**src/rtl/ctd_pkg.sv**
```systemverilog
// shared types, codes and byte classification for the chunked transfer decoder
package ctd_pkg;

    localparam int SIZE_BITS_DEFAULT   = 32;
    localparam int QUEUE_DEPTH_DEFAULT = 4;

    localparam logic [7:0] CH_CR          = 8'd13;
    localparam logic [7:0] CH_LF          = 8'd10;
    localparam logic [7:0] LINE_BUF       = 8'd120;
    localparam logic [7:0] MAX_LINE_RESET = LINE_BUF - 8'd1;
    localparam logic [7:0] MIN_LINE       = 8'd3;
    localparam logic [7:0] LINE_SAT       = 8'd255;

    localparam logic [1:0] KIND_DATA = 2'd0;
    localparam logic [1:0] KIND_END  = 2'd1;
    localparam logic [1:0] KIND_ERR  = 2'd2;

    localparam logic ERR_TRAILER = 1'b0;
    localparam logic ERR_LINE    = 1'b1;

    // one classified byte as it sits in the queue
    typedef struct packed {
        logic [7:0] value;
        logic       is_hex;
        logic [3:0] hex_val;
        logic       is_cr;
        logic       is_lf;
    } ctd_item_t;

    function automatic ctd_item_t classify(input logic [7:0] b);
        ctd_item_t it;
        it.value   = b;
        it.is_hex  = 1'b0;
        it.hex_val = 4'd0;
        if (b >= 8'h30 && b <= 8'h39)
        begin
            it.is_hex  = 1'b1;
            it.hex_val = 4'(b - 8'h30);
        end
        else if (b >= 8'h61 && b <= 8'h66)
        begin
            it.is_hex  = 1'b1;
            it.hex_val = 4'(b - 8'h57);
        end
        else if (b >= 8'h41 && b <= 8'h46)
        begin
            it.is_hex  = 1'b1;
            it.hex_val = 4'(b - 8'h37);
        end
        it.is_cr = (b == CH_CR);
        it.is_lf = (b == CH_LF);
        return it;
    endfunction

endpackage

```
**src/rtl/chunked_transfer_decoder.sv**
```systemverilog
// top level of the chunked transfer decoder: front, queue and back
//
// input channel: one raw byte of a chunked body per request on
//   item_valid / item_stall / in_byte, taken when valid is high and stall low
// output channel: result_valid / result_stall with kind, data, error_code;
//   kind 0 carries a payload byte, kind 1 marks end of body, kind 2 an error
// config: cfg_we / cfg_wdata write max_line_length; the user must do so only
//   while idle, the block itself does not enforce it
// throughput: one byte per cycle while result_stall is low; size-line and
//   trailer bytes produce no result except an end or error, data bytes one each
// a byte passes through the queue, then the back end's output register
// the front stalls only when the queue is full; the queue fills once the
//   receiver holds result_stall high, so a stalled receiver backs up the
//   input after a few requests and nothing is dropped
// after end of body or an error every further byte is consumed silently
// reset: line parsing restarts, the queue empties, max_line_length
//   returns to 119
module chunked_transfer_decoder #(
    parameter int SIZE_BITS   = ctd_pkg::SIZE_BITS_DEFAULT,
    parameter int QUEUE_DEPTH = ctd_pkg::QUEUE_DEPTH_DEFAULT
) (
    input  logic       clk,
    input  logic       rst_n,
    input  logic       cfg_we,
    input  logic [7:0] cfg_wdata,
    input  logic       item_valid,
    output logic       item_stall,
    input  logic [7:0] in_byte,
    output logic       result_valid,
    input  logic       result_stall,
    output logic [1:0] kind,
    output logic [7:0] data,
    output logic       error_code
);
    import ctd_pkg::*;

    // classified byte moving front to back
    ctd_item_t push_item;
    ctd_item_t pop_item;
    logic      push;
    logic      pop;
    logic      queue_full;
    logic      queue_not_empty;

    // front: handshake on the input side plus hex / CR / LF decode
    ctd_front u_front (
        .item_valid (item_valid),
        .item_stall (item_stall),
        .in_byte    (in_byte),
        .queue_full (queue_full),
        .push       (push),
        .push_item  (push_item)
    );

    // decoupling queue so each side stalls on its own
    ctd_queue #(
        .DEPTH (QUEUE_DEPTH)
    ) u_queue (
        .clk       (clk),
        .rst_n     (rst_n),
        .push      (push),
        .push_item (push_item),
        .pop       (pop),
        .pop_item  (pop_item),
        .not_empty (queue_not_empty),
        .full      (queue_full)
    );

    // back: framing state machine, size counter, output register
    ctd_back #(
        .SIZE_BITS (SIZE_BITS)
    ) u_back (
        .clk          (clk),
        .rst_n        (rst_n),
        .cfg_we       (cfg_we),
        .cfg_wdata    (cfg_wdata),
        .item_ready   (queue_not_empty),
        .item         (pop_item),
        .pop          (pop),
        .result_valid (result_valid),
        .result_stall (result_stall),
        .kind         (kind),
        .data         (data),
        .error_code   (error_code)
    );

endmodule

```
**src/rtl/ctd_front.sv**
```systemverilog
// front end: accepts raw bytes and classifies them for the queue
module ctd_front (
    input  logic                 item_valid,
    output logic                 item_stall,
    input  logic [7:0]           in_byte,
    input  logic                 queue_full,
    output logic                 push,
    output ctd_pkg::ctd_item_t   push_item
);
    import ctd_pkg::*;

    assign item_stall = queue_full;
    assign push       = item_valid & ~queue_full;
    assign push_item  = classify(in_byte);

endmodule

```
**src/rtl/ctd_queue.sv**
```systemverilog
// small fifo of classified bytes between front and back
module ctd_queue #(
    parameter int DEPTH = ctd_pkg::QUEUE_DEPTH_DEFAULT
) (
    input  logic                 clk,
    input  logic                 rst_n,
    input  logic                 push,
    input  ctd_pkg::ctd_item_t   push_item,
    input  logic                 pop,
    output ctd_pkg::ctd_item_t   pop_item,
    output logic                 not_empty,
    output logic                 full
);
    import ctd_pkg::*;

    localparam int PW = (DEPTH > 1) ? $clog2(DEPTH) : 1;
    localparam int CW = $clog2(DEPTH + 1);
    localparam logic [PW-1:0] LAST_PTR = PW'(DEPTH - 1);
    localparam logic [CW-1:0] FULL_CNT = CW'(DEPTH);

    ctd_item_t     slot_reg [DEPTH];
    logic [PW-1:0] wr_ptr_reg, wr_ptr_next;
    logic [PW-1:0] rd_ptr_reg, rd_ptr_next;
    logic [CW-1:0] count_reg, count_next;
    logic          do_push, do_pop;

    assign not_empty = (count_reg != '0);
    assign full      = (count_reg == FULL_CNT);
    assign do_push   = push & ~full;
    assign do_pop    = pop & not_empty;
    assign pop_item  = slot_reg[rd_ptr_reg];

    always_comb
    begin
        wr_ptr_next = wr_ptr_reg;
        rd_ptr_next = rd_ptr_reg;
        count_next  = count_reg;
        if (do_push)
        begin
            wr_ptr_next = (wr_ptr_reg == LAST_PTR) ? '0 : wr_ptr_reg + PW'(1);
        end
        if (do_pop)
        begin
            rd_ptr_next = (rd_ptr_reg == LAST_PTR) ? '0 : rd_ptr_reg + PW'(1);
        end
        if (do_push && !do_pop)
        begin
            count_next = count_reg + CW'(1);
        end
        else if (do_pop && !do_push)
        begin
            count_next = count_reg - CW'(1);
        end
    end

    always_ff @(posedge clk or negedge rst_n)
    begin
        if (!rst_n)
        begin
            wr_ptr_reg <= '0;
            rd_ptr_reg <= '0;
            count_reg  <= '0;
        end
        else
        begin
            wr_ptr_reg <= wr_ptr_next;
            rd_ptr_reg <= rd_ptr_next;
            count_reg  <= count_next;
        end
    end

    always_ff @(posedge clk)
    begin
        if (do_push)
        begin
            slot_reg[wr_ptr_reg] <= push_item;
        end
    end

endmodule

```
**src/rtl/ctd_back.sv**
```systemverilog
// back end: chunk framing state machine and output register
module ctd_back #(
    parameter int SIZE_BITS = ctd_pkg::SIZE_BITS_DEFAULT
) (
    input  logic                 clk,
    input  logic                 rst_n,
    input  logic                 cfg_we,
    input  logic [7:0]           cfg_wdata,
    input  logic                 item_ready,
    input  ctd_pkg::ctd_item_t   item,
    output logic                 pop,
    output logic                 result_valid,
    input  logic                 result_stall,
    output logic [1:0]           kind,
    output logic [7:0]           data,
    output logic                 error_code
);
    import ctd_pkg::*;

    localparam logic [2:0] PH_LINE = 3'd0;
    localparam logic [2:0] PH_DATA = 3'd1;
    localparam logic [2:0] PH_CR   = 3'd2;
    localparam logic [2:0] PH_LF   = 3'd3;
    localparam logic [2:0] PH_DONE = 3'd4;
    localparam logic [2:0] PH_FAIL = 3'd5;

    logic [7:0]           max_line_reg;
    logic [2:0]           phase_reg, phase_next;
    logic [SIZE_BITS-1:0] size_reg, size_next;
    logic [7:0]           line_count_reg, line_count_next;
    logic                 last_cr_reg, last_cr_next;
    logic                 digits_open_reg, digits_open_next;
    logic                 out_valid_reg, out_valid_next;
    logic [1:0]           kind_reg, kind_next;
    logic [7:0]           data_reg, data_next;
    logic                 err_reg, err_next;
    logic                 emit;
    logic [7:0]           lc_inc;

    assign pop          = item_ready & (~out_valid_reg | ~result_stall);
    assign result_valid = out_valid_reg;
    assign kind         = kind_reg;
    assign data         = data_reg;
    assign error_code   = err_reg;
    assign lc_inc       = (line_count_reg < LINE_SAT) ? line_count_reg + 8'd1 : line_count_reg;

    always_comb
    begin
        phase_next       = phase_reg;
        size_next        = size_reg;
        line_count_next  = line_count_reg;
        last_cr_next     = last_cr_reg;
        digits_open_next = digits_open_reg;
        emit             = 1'b0;
        kind_next        = kind_reg;
        data_next        = data_reg;
        err_next         = err_reg;
        if (pop)
        begin
            kind_next = KIND_DATA;
            data_next = 8'd0;
            err_next  = ERR_TRAILER;
            case (phase_reg)
                PH_LINE:
                begin
                    line_count_next = lc_inc;
                    if (item.is_lf)
                    begin
                        if (lc_inc < MIN_LINE || !last_cr_reg)
                        begin
                            phase_next = PH_FAIL;
                            emit       = 1'b1;
                            kind_next  = KIND_ERR;
                            err_next   = ERR_LINE;
                        end
                        else if (size_reg == '0)
                        begin
                            phase_next = PH_DONE;
                            emit       = 1'b1;
                            kind_next  = KIND_END;
                        end
                        else
                        begin
                            phase_next       = PH_DATA;
                            line_count_next  = 8'd0;
                            last_cr_next     = 1'b0;
                            digits_open_next = 1'b1;
                        end
                    end
                    else if (lc_inc >= max_line_reg)
                    begin
                        phase_next = PH_FAIL;
                        emit       = 1'b1;
                        kind_next  = KIND_ERR;
                        err_next   = ERR_LINE;
                    end
                    else
                    begin
                        if (digits_open_reg)
                        begin
                            if (item.is_hex)
                            begin
                                size_next = {size_reg[SIZE_BITS-5:0], item.hex_val};
                            end
                            else
                            begin
                                digits_open_next = 1'b0;
                            end
                        end
                        last_cr_next = item.is_cr;
                    end
                end
                PH_DATA:
                begin
                    size_next = size_reg - SIZE_BITS'(1);
                    if (size_reg == SIZE_BITS'(1))
                    begin
                        phase_next = PH_CR;
                    end
                    emit      = 1'b1;
                    kind_next = KIND_DATA;
                    data_next = item.value;
                end
                PH_CR:
                begin
                    if (!item.is_cr)
                    begin
                        phase_next = PH_FAIL;
                        emit       = 1'b1;
                        kind_next  = KIND_ERR;
                        err_next   = ERR_TRAILER;
                    end
                    else
                    begin
                        phase_next = PH_LF;
                    end
                end
                PH_LF:
                begin
                    if (!item.is_lf)
                    begin
                        phase_next = PH_FAIL;
                        emit       = 1'b1;
                        kind_next  = KIND_ERR;
                        err_next   = ERR_TRAILER;
                    end
                    else
                    begin
                        phase_next       = PH_LINE;
                        size_next        = '0;
                        line_count_next  = 8'd0;
                        last_cr_next     = 1'b0;
                        digits_open_next = 1'b1;
                    end
                end
                default:
                begin
                    phase_next = phase_reg;
                end
            endcase
        end
        if (pop)
        begin
            out_valid_next = emit;
        end
        else if (!result_stall)
        begin
            out_valid_next = 1'b0;
        end
        else
        begin
            out_valid_next = out_valid_reg;
        end
    end

    always_ff @(posedge clk or negedge rst_n)
    begin
        if (!rst_n)
        begin
            max_line_reg    <= MAX_LINE_RESET;
            phase_reg       <= PH_LINE;
            size_reg        <= '0;
            line_count_reg  <= 8'd0;
            last_cr_reg     <= 1'b0;
            digits_open_reg <= 1'b1;
            out_valid_reg   <= 1'b0;
        end
        else
        begin
            if (cfg_we)
            begin
                max_line_reg <= cfg_wdata;
            end
            phase_reg       <= phase_next;
            size_reg        <= size_next;
            line_count_reg  <= line_count_next;
            last_cr_reg     <= last_cr_next;
            digits_open_reg <= digits_open_next;
            out_valid_reg   <= out_valid_next;
        end
    end

    always_ff @(posedge clk)
    begin
        if (pop)
        begin
            kind_reg <= kind_next;
            data_reg <= data_next;
            err_reg  <= err_next;
        end
    end

endmodule
```
**config.mk**
```make
export PLATFORM = sky130hd
export DESIGN_NAME = chunked_transfer_decoder
export DESIGN_NICKNAME = d
export VERILOG_FILES = /design/src/rtl/ctd_pkg.sv /design/src/rtl/chunked_transfer_decoder.sv /design/src/rtl/ctd_front.sv /design/src/rtl/ctd_queue.sv /design/src/rtl/ctd_back.sv
export SDC_FILE = /design/constraint.sdc
export NUM_CORES = 1
export LEC_CHECK = 0
export ABC_AREA = 1
export BUFFER_PORTS_ARGS = -buffer_cell sky130_fd_sc_hd__buf_2
export CAP_MARGIN = 20
export CORE_UTILIZATION = 46
export DETAILED_ROUTE_END_ITERATION = 8
export GPL_TIMING_DRIVEN = 0
export SLEW_MARGIN = 25
export SYNTH_ARGS = -nofsm -noshare
export SYNTH_HDL_FRONTEND = slang
export SYNTH_HIERARCHICAL = 1
export SYNTH_SLANG_ARGS = --single-unit
```
**constraint.sdc**
```tcl
create_clock -name clk -period 5.7 [get_ports clk]
set_input_delay 0 -clock clk [delete_from_list [all_inputs] [get_ports clk]]
set_output_delay 0 -clock clk [all_outputs]
set_load 0.005 [all_outputs]
```
==> out/metrics.json <==
{
  "fp.dieH_um": 132,
  "synthesized_cell_area_sq_mm": 0.00781,
  "gp_routability_congestion": 0.886,
  "power_frac_comb_pct": 27.6,
  "criticalPathCategory": "reg -> reg",
  "final.min_clock_period_ns": 2.81,
  "final-hold-violation-count": 0,
  "setup_violations_final": 0,
  "clk_path_buf_depth": 2,
  "timing_worst_slew_pin_value_ns": 0.907,
  "ys_seq_elements": 132,
  "routed_wirelength_um": 18600,
  "clock-root-buffer": "clkbuf_16",
  "ys_seq_area_share_pct": 46.9,
  "synth_enable_flop_cells": 71,
  "number_of_antenna_violations_at_the_first_check_in_global_routing": 0,
  "share_of_async_settable_or_async_resettable_flops_after_synthesis_pct": 46.2,
  "yosysMostFrequentCell": "nand2_1",
  "grt_pass1_vias": 6164,
  "core-area_sq_mm": 0.0166,
  "powerDensity_mw_per_mm2": 357,
  "max-slew-margin-rel_pct": 39.5,
  "crit_path_start_kind": "flip-flop",
  "layout-area-overhead-vs-synth_pct": 17.6,
  "synth.top_cell.area_share_pct": 27.3,
  "top_level_ports": 34,
  "most_area_consuming_cells_after_synthesis": "edfxtp_1, dfrtp_1, nand2_1, inv_1, nand2_2",
  "dr_total_vias": 6314,
  "largest_register_ff_count": 60,
  "fin_area_sq_mm": 0.00918,
  "dominantRegCellSynth": "edfxtp_1",
  "hpwlAfterDp_um": 12900,
  "grt_usage_pct": 22.6,
  "hold_path_class": "in -> async",
  "cellLeakagePower_nw": 4.53,
  "tns_ns": 0,
  "drive_gt1_share_pct": 21.0,
  "post_synth_num_cell_types": 48,
  "pwr-share-clk_pct": 35.2,
  "1st_iter_drt_viols": 358,
  "grt_max_degree": 40,
  "route.detailed.vias_per_inst": 5.12,
  "routed_wire_length_on_met3_um": 679,
  "routed-wl-met2_um": 9150,
  "chipWidth_um": 132,
  "seq_power_share_pct": 37.2,
  "initial_utilization_pct": 47.1,
  "critical_path_arrival_ns": 3.11,
  "clock_tree.htree_level_count": 4,
  "overall_power_w": 0.00328,
  "worstSkewPairLatency_ns": 0.42,
  "grt_first_pass_wirelength_um": 31000,
  "synth.avg_cell_area_sq_um": 8.49,
  "max_cap_violations": 0,
  "worst_setup_slack_before_clock_tree_synthesis_ns": 2.90,
  "drc": 0,
  "p_sw_share_pct": 32.9,
  "drt_pass1_iterations": 5,
  "grt_overflow_total": 0,
  "fp-row-count": 47,
  "grt_setup_unrepaired": "no",
  "tcrit_tclk_final_pct": 49.3,
  "yosys.area.top_type": "edfxtp_1",
  "outcome": "finished, final reports clean",
  "num_antenna_cells": 0,
  "worst_setup_path_end_kind": "flip-flop",
  "clkSlewWorstSetupHoldPaths_ns": 0.06,
  "synth_top_cells_by_count": "nand2_1, inv_1, nor2_1, nand3_1, edfxtp_1",
  "post_synth_inst_count": 920,
  "final.setup_skew_ns": 0.00998,
  "postSynthNetCount": 961,
  "ir_worst_vdd_mv": 0.295,
  "p_int_w": 0.00220,
  "timing.critical_path.required_ns": 6.01,
  "nets": 1041,
  "cts_tree": "done",
  "routedWlPerCell_um": 15.1,
  "topRoutingLayerUsed": "met4",
  "setup_slack_ns": 2.89,
  "portbufs": 33,
  "postPlaceCellArea_sq_mm": 0.00834,
  "routedLengthMet1_um": 8430,
  "tritoncts.num_buffers": 17,
  "synth.yosys.warnings": 6,
  "clkSinkCount": 132,
  "drtAntennaViolNets": 0,
  "achievable-frequency_ghz": 0.356,
  "switchingPower_w": 0.00108,
  "die_area_sq_mm": 0.0175,
  "fill_cells": 1548,
  "crit_fanout": 10,
  "slew_violations": 0
}
metal layers:
layer  track usage (%)  vias to the layer above
met4              7.02                        0
met1              28.3                     3017
li1                  -                     3146
met5                 0                        -
met2              39.4                      122
met3              4.50                       29
metrics by stage:
step	cells	util [%]	hold slack, ns
2_1_floorplan	920	-	-0.296
3_3_place_gp	1173	49.8	0.214
3_5_place_dp	1178	50.3	-0.0798
4_1_cts	1233	55.4	0.00285
5_1_grt	1233	55.4	0.0127
6_report	1233	55.4	0.0130
cell families after synthesis:
family                   after synthesis  share of synthesized area, %
buffers and inverters                185                          11.1
adder cells (fa/ha/maj)               20                          3.30
XOR/XNOR                               9                          1.01
multiplexers                           2                         0.272
AO/OA/AOI/OAI                        123                          9.66
flip-flops                           132                          46.9
AND/OR/NAND/NOR                      449                          27.7
cell type report:
class	instances	area, sq um	share of cell area (%)
Sequential cell	132	3670	39.9
Timing Repair Buffer	61	470	5.12
Clock buffer	17	425	4.63
Buffer	35	304	3.31
Clock inverter	15	191	2.08
Inverter	150	563	6.13
Multi-Input combinational cell	603	3290	35.8
Tap cell	220	275	3.00
worst paths after layout:
kind | from | to | slack [ns] | depth (start not counted)
max | u_back/line_count_reg[0] | u_back/size_reg[28] | 2.89 | 21
min | rst_n | u_back/line_count_reg[1] | 0.01 | 2
max reg2reg | u_back/line_count_reg[0] | u_back/size_reg[28] | 2.89 | 21
min reg2reg | u_back/digits_open_reg | u_back/digits_open_reg | 0.46 | 2
max in group asynchronous | rst_n | u_back/size_reg[7] | 5.16 | 3
min in group clk | in_byte[0] | u_queue/slot_reg[2][7] | 0.02 | 2
repair_timing:
action	4_1_cts	5_1_grt
resized for setup	0	0
hold buffers	23	0
hold endpoints to repair	100	0
buffers inserted	0	0
power by group through the flow:
stage | registers (W) | logic, W | clock network [W]
floorplan | 0.00124 | 0.000595 | 0
global placement | 0.00124 | 0.000858 | 0
detailed placement | 0.00124 | 0.000892 | 0
CTS | 0.00122 | 0.000912 | 0.00117
global route | 0.00123 | 0.00102 | 0.00122
finish | 0.00122 | 0.000904 | 0.00116
critical path: stages (launching register included):
cell and delay (ns):
dfrtp_1 0.42, ha_1 0.25, nand2_2 0.14, nor2_4 0.06, nand2_4 0.11, nand2_1 0.06
nand2_1 0.08, inv_1 0.07, ha_1 0.26, o21ai_0 0.23, nand3_1 0.10, nand2_1 0.07
inv_1 0.03, nand2_1 0.05, nand2_1 0.06, nand2_2 0.11, nand3_2 0.10, nand2_4 0.13
nand2_8 0.09, buf_12 0.16, nand2_2 0.06, nand2_2 0.04
cell usage in the layout (no fill, tap or decap), drive strengths merged:
| cell type | instances |
|---|---|
| buf | 66 |
| or2 | 1 |
| o21a | 1 |
| bufinv | 3 |
| nor3 | 8 |
| nand4 | 11 |
| a311oi | 1 |
| inv | 158 |
| mux2 | 1 |
| nor2 | 93 |
| ha | 19 |
| o21ai | 50 |
| xnor2 | 2 |
| nand3 | 82 |
| o21bai | 3 |
| dfstp | 7 |
| edfxtp | 71 |
| o211ai | 30 |
| o31ai | 1 |
| nand2 | 252 |
| dfrtp | 54 |
| a211oi | 1 |
| a32o | 1 |
| and2 | 1 |
| clkbuf | 24 |
| dlygate4sd3 | 23 |
| a21oi | 15 |
| nor4 | 1 |
| fa | 1 |
| clkinv | 2 |
| mux2i | 1 |
| o22ai | 20 |
| clkinvlp | 2 |
| xor2 | 7 |
Note: power is estimated with default switching activity, not from simulation.
